File: src/hdl/pve_ram.sv
// Generic single-write, single-read RAM with registered read data.
// Depends on nothing.
module pve_ram #(
  parameter int WIDTH = 24,
  parameter int DEPTH = 64,
  parameter int AW    = (DEPTH > 1) ? $clog2(DEPTH) : 1
) (
  input  logic             clk,
  input  logic             we,
  input  logic [AW-1:0]    waddr,
  input  logic [WIDTH-1:0] wdata,
  input  logic             re,
  input  logic [AW-1:0]    raddr,
  output logic [WIDTH-1:0] rdata
);

  logic [WIDTH-1:0] mem [DEPTH];

  always_ff @(posedge clk) begin
    if (we) mem[waddr] <= wdata;
  end

  always_ff @(posedge clk) begin
    if (re) rdata <= mem[raddr];
  end

endmodule

File: config.mk
export PLATFORM = sky130hd
export DESIGN_NAME = pve_ram
export DESIGN_NICKNAME = d
export VERILOG_FILES = /design/src/hdl/pve_ram.sv
export SDC_FILE = /design/constraint.sdc
export NUM_CORES = 1
export LEC_CHECK = 0
export ABC_CLOCK_PERIOD_IN_PS = 5500
export BUFFER_PORTS_ARGS = -buffer_cell sky130_fd_sc_hd__buf_2
export CAP_MARGIN = 10
export CELL_PAD_IN_SITES_DETAIL_PLACEMENT = 0
export CELL_PAD_IN_SITES_GLOBAL_PLACEMENT = 1
export CORE_MARGIN = 10
export CORE_UTILIZATION = 30
export CTS_CLUSTER_DIAMETER = 80
export CTS_CLUSTER_SIZE = 28
export DETAILED_ROUTE_END_ITERATION = 12
export PLACE_DENSITY = 0.59
export RECOVER_POWER = 50
export SLEW_MARGIN = 20
export SYNTH_ARGS = -nofsm -noshare
export SYNTH_HDL_FRONTEND = slang
export SYNTH_SLANG_ARGS = --single-unit
File: constraint.sdc
create_clock -name clk -period 5.5 [get_ports clk]
set_input_delay 1.1 -clock clk [delete_from_list [all_inputs] [get_ports clk]]
set_output_delay 1.1 -clock clk [all_outputs]
set_load 0.05 [all_outputs]
==> results of run 1 <==
kinds of logic after synthesis:
logic type | share of synthesized area [%]
buf+inv | 1.31
flops | 78.7
mux | 16.0
compound gates | 2.43
simple gates | 1.55
layout make-up:
type / count / area (um2) / share of cell area [%]
Antenna cell: 3 / 7.51 / 0.0114
Inverter: 2 / 7.51 / 0.0114
Multi-Input combinational cell: 906 / 12200 / 18.6
Tap cell: 2640 / 3300 / 5.03
Timing Repair Buffer: 185 / 1410 / 2.14
Clock buffer: 74 / 1790 / 2.72
Clock inverter: 12 / 93.8 / 0.143
Sequential cell: 1560 / 46800 / 71.4
worst paths after layout:
path / endpoint / depth (start not counted)
worst min register to register: rdata[3]$_DFFE_PP_ / 5
worst max-delay path: mem[50][19]$_DFFE_PP_ / 2
worst min-delay path: mem[48][9]$_DFFE_PP_ / 2
worst max register to register: rdata[2]$_DFFE_PP_ / 5
sequential cells by signal, indices dropped and copies added, names as in the netlist:
| signal | cells |
|---|---|
| mem | 1536 |
| rdata | 24 |
cell usage in the layout (no fill, tap or decap), types with 4 or more instances in the layout:
cell type | synthesis | layout
nor2_1 | 80 | 22
a31oi_1 | 13 | 13
mux2_2 | 53 | 53
nand2_1 | 36 | 36
nor2_4 | 0 | 20
nor2_2 | 0 | 38
clkbuf_1 | 44 | 31
a22oi_1 | 29 | 29
mux4_2 | 355 | 355
a221o_1 | 4 | 4
clkbuf_16 | 0 | 71
nand3_1 | 20 | 20
nor2b_1 | 9 | 8
edfxtp_1 | 1560 | 1560
and3_1 | 16 | 16
o21ai_1 | 6 | 6
buf_2 | 45 | 52
clkinv_1 | 1 | 4
a21oi_1 | 22 | 22
buf_16 | 0 | 4
buf_4 | 31 | 86
o21ai_0 | 12 | 12
buf_12 | 0 | 12
o22ai_1 | 53 | 53
o21a_1 | 13 | 13
mux2i_1 | 95 | 95
a221oi_1 | 52 | 51
nand2b_1 | 6 | 6
or3_1 | 10 | 10
through the flow:
step	setup slack (ps)	hold slack, ps	cells	power [W]
final	1890	1000	5382	0.0204
after global routing	1690	1020	5380	0.0210
after CTS	1870	954	5377	0.0206
after detailed placement	1110	971	5291	0.0147
after global placement	928	968	5285	0.0147
after floorplan	1800	849	2610	0.0142
where the power goes:
part / switching, W / internal [W]
clock network: 0.00356 / 0.00237
logic: 0.000800 / 0.000424
registers: 0.0000430 / 0.0132
total: 0.00440 / 0.0160
routing by layer:
layer	track usage, %	up-vias	share of wire [%]
li1	-	11255	-
met1	18.2	14857	43
met2	23.1	647	51
met3	1.29	140	3.9
met4	3.52	0	2.4
met5	0	-	0
==> results.md, run 1 <==
* Least-Margin Pin Slew at 3370 ps
* CTS hold repair buffers at 0
* Startpoint of the worst hold path: waddr[2]
* Remaining DRCs at 0
* GR Overflow Total at 0
* Post-synth ARST share at 0%
* Core Area at 197000 um2
* Clock Skews at 25.2 ps
* Total track usage at 13.4%
* Reg clk slew, reported paths at 110 ps
* GP Congestion at 0.771
* Mapped Cells at 2610
* Violated checks: max-capacitance violations, max-slew violations
* Min cycle time layout at 3610 ps
* # IOs at 63
* Die Height at 465 um
* Initial antenna violation count at 12
* Post-DP Area at 63800 um2
* Fillers at 18635
* Critical Path Start Type: input port
* Top post-synthesis cells by count: edfxtp_1, mux4_2, mux2i_1, nor2_1
* Final wirelength at 149000 um
* Count leader, synth: edfxtp_1
* Worst R2R Setup Slack at 3100 ps
* Maximum clock path buffer count at 3
* Root Buffer: clkbuf_16
* Setup crit end kind: flip-flop
* EDFF count, synth at 1560
* Max FO, Critical Path at 64
* DR vias/cell at 5.00
* Final setup violation count at 0
* Launching point of the worst reg2reg path: mem[55][2]$_DFFE_PP_
* PortBufs at 62
* Routed wire length per instance at 27.7 um
* Crit-path cells: buf_2, clkbuf_1
* Final core occ at 33.2%
* Remaining antenna violation count at 0
* First-pass GRT wire length at 213000 um
* Layout cell share with drive strength beyond 1 at 26.1%
* Count of cell types in the netlist at 39
* Initial DRC Count at 2665
* CP max stage cell: clkbuf_1
* Synthesized area at 59500 um2
* Final Max Tran Viols at 1610
* Ys flop type: edfxtp_1
* First-pass DRT Iterations at 7
* Design Area, Final at 65600 um2
* Synth warnings at 0
* Net Count, Synth at 2649
* Die X at 465 um
* Hold Path Class: input port to flip-flop
* Maximum VDD drop at 0.273 mV
* Worst stage delay on the critical path at 2330 ps
* Clk Latency, worst-skew pair at 700 ps
* Initial Util at 30.2%
* Yosys top cell area share at 78.7%
* FMAX at 0.277 GHz
* Rows at 163
* Area growth from synthesis to layout at 10.2%
* Area leader, netlist: edfxtp_1
* Post-synthesis sequential area ratio at 78.7%
* Critical Path RT at 5510 ps
* Number of synthesized register bits at 1560
* Critical path class: input port to flip-flop
* WP data arrival at 3620 ps
* Critical Path Source: wdata[19]
* Post-CTS setup buffer count at 0
* Htree depth at 3
* Total number of vias at 26899
* Largest cells by area after synthesis: edfxtp_1, mux4_2, mux2i_1
* Die area at 217000 um2
* Cell area power density at 311 nW/um2
* Vias in the first global route at 27656
* Clock buffer count from CTS at 67
* Max capacitance violation total at 26
* Setup TNS at 0 ps
* Buf/Inv on CP at 2
* Period utilization at 65.6%
* Post-CTS Resized at 0
* Avg Cell Area, Syn at 22.8 um2
* Largest net degree at the start of global routing at 73
* Leakage at 19.6 nW
* Fin. Hold Viols at 0
* Status: finished with violations
* Nets at 2761
* RSZ-0062 raised after global routing: false
* CTS sink cnt at 1560
* CTS tree: built
* DPL Wire Length at 87000 um
* Largest delay share family, worst path: buffers and inverters
* Relative slew slack at -125%
No activity file was read; power rests on OpenSTA's default activity.
==> inputs of run 2 (changes only) <==
ABC_CLOCK_PERIOD_IN_PS = 3700   (was 5500)
clock period = 3.7 ns   (was 5.5 ns; I/O delays follow)
==> run 2 against run 1 <==
Net effect: the run still ends with max-capacitance violations, max-slew violations left; via count grew 1.3%; flip-flop and latch count is the same; worst hold slack lost 280 ps; final area grew 1.0%; combinational power grew 54%; clock skew grew 14 ps; sequential power grew 49%; non-clock buffer count grew 78; first-iteration DRC count shrank 10%.
==> results.md, run 2 (synthesized netlist as in run 1, its figures left out) <==
* GR Overflow Total at 0
* Comb pwr share at 6.2%
* Hold-critical path depth at 2
* Nets at 2840
* First-pass GRT wire length at 215000 um
* DPL Wire Length at 90500 um
* Core Area at 197000 um2
* FF-to-FF path depth at 6
* Rows at 163
* Reg power frac at 64.7%
* Final Max Tran Viols at 1247
* Remaining antenna violation count at 0
* Hold EP: rdata[5]$_DFFE_PP_
* Violated checks: max-capacitance violations, max-slew violations
* DR vias/cell at 4.99
* Top Registers: mem (1536), rdata (24)
* CP max stage cell: mux4_2
* Die Height at 465 um
* Post-CTS setup buffer count at 0
* Setup slack at placement at 77.5 ps
* Critical path class: input port to flip-flop
* Initial DRC Count at 2394
* Launching point of the worst reg2reg path: mem[39][19]$_DFFE_PP_
* CTS sink cnt at 1560
* Largest net degree at the start of global routing at 65
* Area growth from synthesis to layout at 11.4%
* Clock buffer count from CTS at 68
* Hold Path Class: input port to flip-flop
* Least-Margin Pin Slew at 2940 ps
* RSZ-0062 raised after global routing: false
* Cell area power density at 459 nW/um2
* Initial antenna violation count at 15
* WP data arrival at 3280 ps
* Worst R2R Setup Slack at 1480 ps
* Leakage at 19.9 nW
* Clock power share at 29.2%
* Die X at 465 um
* FMAX at 0.352 GHz
* Most common cell after layout, fill and taps aside: edfxtp_1
* PortBufs at 62
* Total track usage at 13.6%
* Most used cell, CP: buf_12
* # IOs at 63
* Initial Util at 30.2%
* Root Buffer: clkbuf_16
* Routed wire length per instance at 27.6 um
* Setup crit end kind: flip-flop
* Fillers at 18600
* First-pass DRT Iterations at 5
* Maximum VDD drop at 0.319 mV
* Clock Skews at 39.7 ps
* Critical Path RT at 4140 ps
* Max capacitance violation total at 26
* Vias in the first global route at 28004
* Largest delay share family, worst path: buffers and inverters
* Buf/Inv on CP at 3
* Setup TNS at 0 ps
* Htree depth at 3
* Remaining DRCs at 0
* CTS hold repair buffers at 0
* Max reg flops at 1536
* GP Congestion at 0.738
* Layout cell share with drive strength beyond 1 at 27.6%
* Min cycle time layout at 2840 ps
* CTS tree: built
* Internal power at 0.0238 W
* Final setup violation count at 0
* Period utilization at 76.7%
* Startpoint of the worst hold path: raddr[5]
* Status: finished with violations
* Total number of vias at 27256
* Reg2reg end: rdata[19]$_DFFE_PP_
* Fin. Hold Viols at 0
* Relative slew slack at -96.2%
* Clk Latency, worst-skew pair at 700 ps
* Die area at 217000 um2
* Critical Path Start Type: input port
* Most frequent cells in the layout: edfxtp_1, mux4_2, buf_4
* Max FO, Critical Path at 36
* Fin worst setup slack at 863 ps
* Sw frac at 21.6%
* Switching Power at 0.00658 W
* Worst stage delay on the critical path at 510 ps
* Final wirelength at 151000 um
* Post-CTS Resized at 0
* Maximum clock path buffer count at 3
* Crit-path cells: buf_8, buf_12, buf_12, mux4_2, mux2_2, o22ai_1, a221oi_1, o21a_1
* Biggest register: mem
* Reg clk slew, reported paths at 110 ps
==> run 2: changes by cell type in the layout (fill, tap and decap cells not counted), moves of 4 or more <==
cell and change:
buf_16 -4, clkbuf_1 +19, buf_2 -18, buf_4 +72
buf_12 +11, diode_2 +4, clkinv_1 -4
==> run 2: per-layer routing <==
metal  GRT usage [%]  wire, um
met2            23.5     76900
met5               0         0
met1            17.8     63100
met4            4.32      4040
met3            1.71      7030
==> run 2: how the worst max path moves through the flow <==
| stage | slack (ps) | to | cells after the start | startpoint |
|---|---|---|---|---|
| floorplan | 360 | mem[48][0]$_DFFE_PP_ | 4 | waddr[3] |
| global placement | 40 | rdata[11]$_DFFE_PP_ | 8 | raddr[2] |
| detailed placement | 80 | rdata[14]$_DFFE_PP_ | 8 | raddr[0] |
| CTS | 810 | rdata[14]$_DFFE_PP_ | 8 | raddr[0] |
| global route | 620 | mem[37][3]$_DFFE_PP_ | 1 | wdata[3] |
| finish | 860 | rdata[14]$_DFFE_PP_ | 8 | raddr[0] |
==> run 2: layout make-up <==
| cell class | count | area [um2] | area share [%] |
|---|---|---|---|
| timing repair buffer | 263 | 2030 | 3.06 |
| clock inverter | 11 | 126 | 0.191 |
| antenna | 7 | 17.5 | 0.0264 |
| inverter | 2 | 7.51 | 0.0113 |
| tap | 2640 | 3300 | 4.98 |
| clock buffer | 76 | 1800 | 2.71 |
| multi-input combinational | 906 | 12200 | 18.4 |
| sequential | 1560 | 46800 | 70.7 |
==> run 2: power groups by stage <==
| stage | clock network [W] | logic, W | registers [W] |
|---|---|---|---|
| after CTS | 0.00918 | 0.00194 | 0.0197 |
| after detailed placement | 0 | 0.00194 | 0.0201 |
| final | 0.00887 | 0.00188 | 0.0197 |
| after floorplan | 0 | 0.000967 | 0.0201 |
| after global routing | 0.00975 | 0.00201 | 0.0197 |
| after global placement | 0 | 0.00191 | 0.0201 |
==> run 2: metrics by stage <==
step	power [W]	instances	util, %	cell area [um2]	hold slack, ps
detailed placement	0.0220	5371	32.7	64500	946
global placement	0.0220	5366	32.6	64400	926
global route	0.0314	5463	33.6	66300	680
floorplan	0.0211	2610	-	59500	839
finish	0.0304	5465	33.6	66300	719
CTS	0.0308	5458	33.6	66400	556
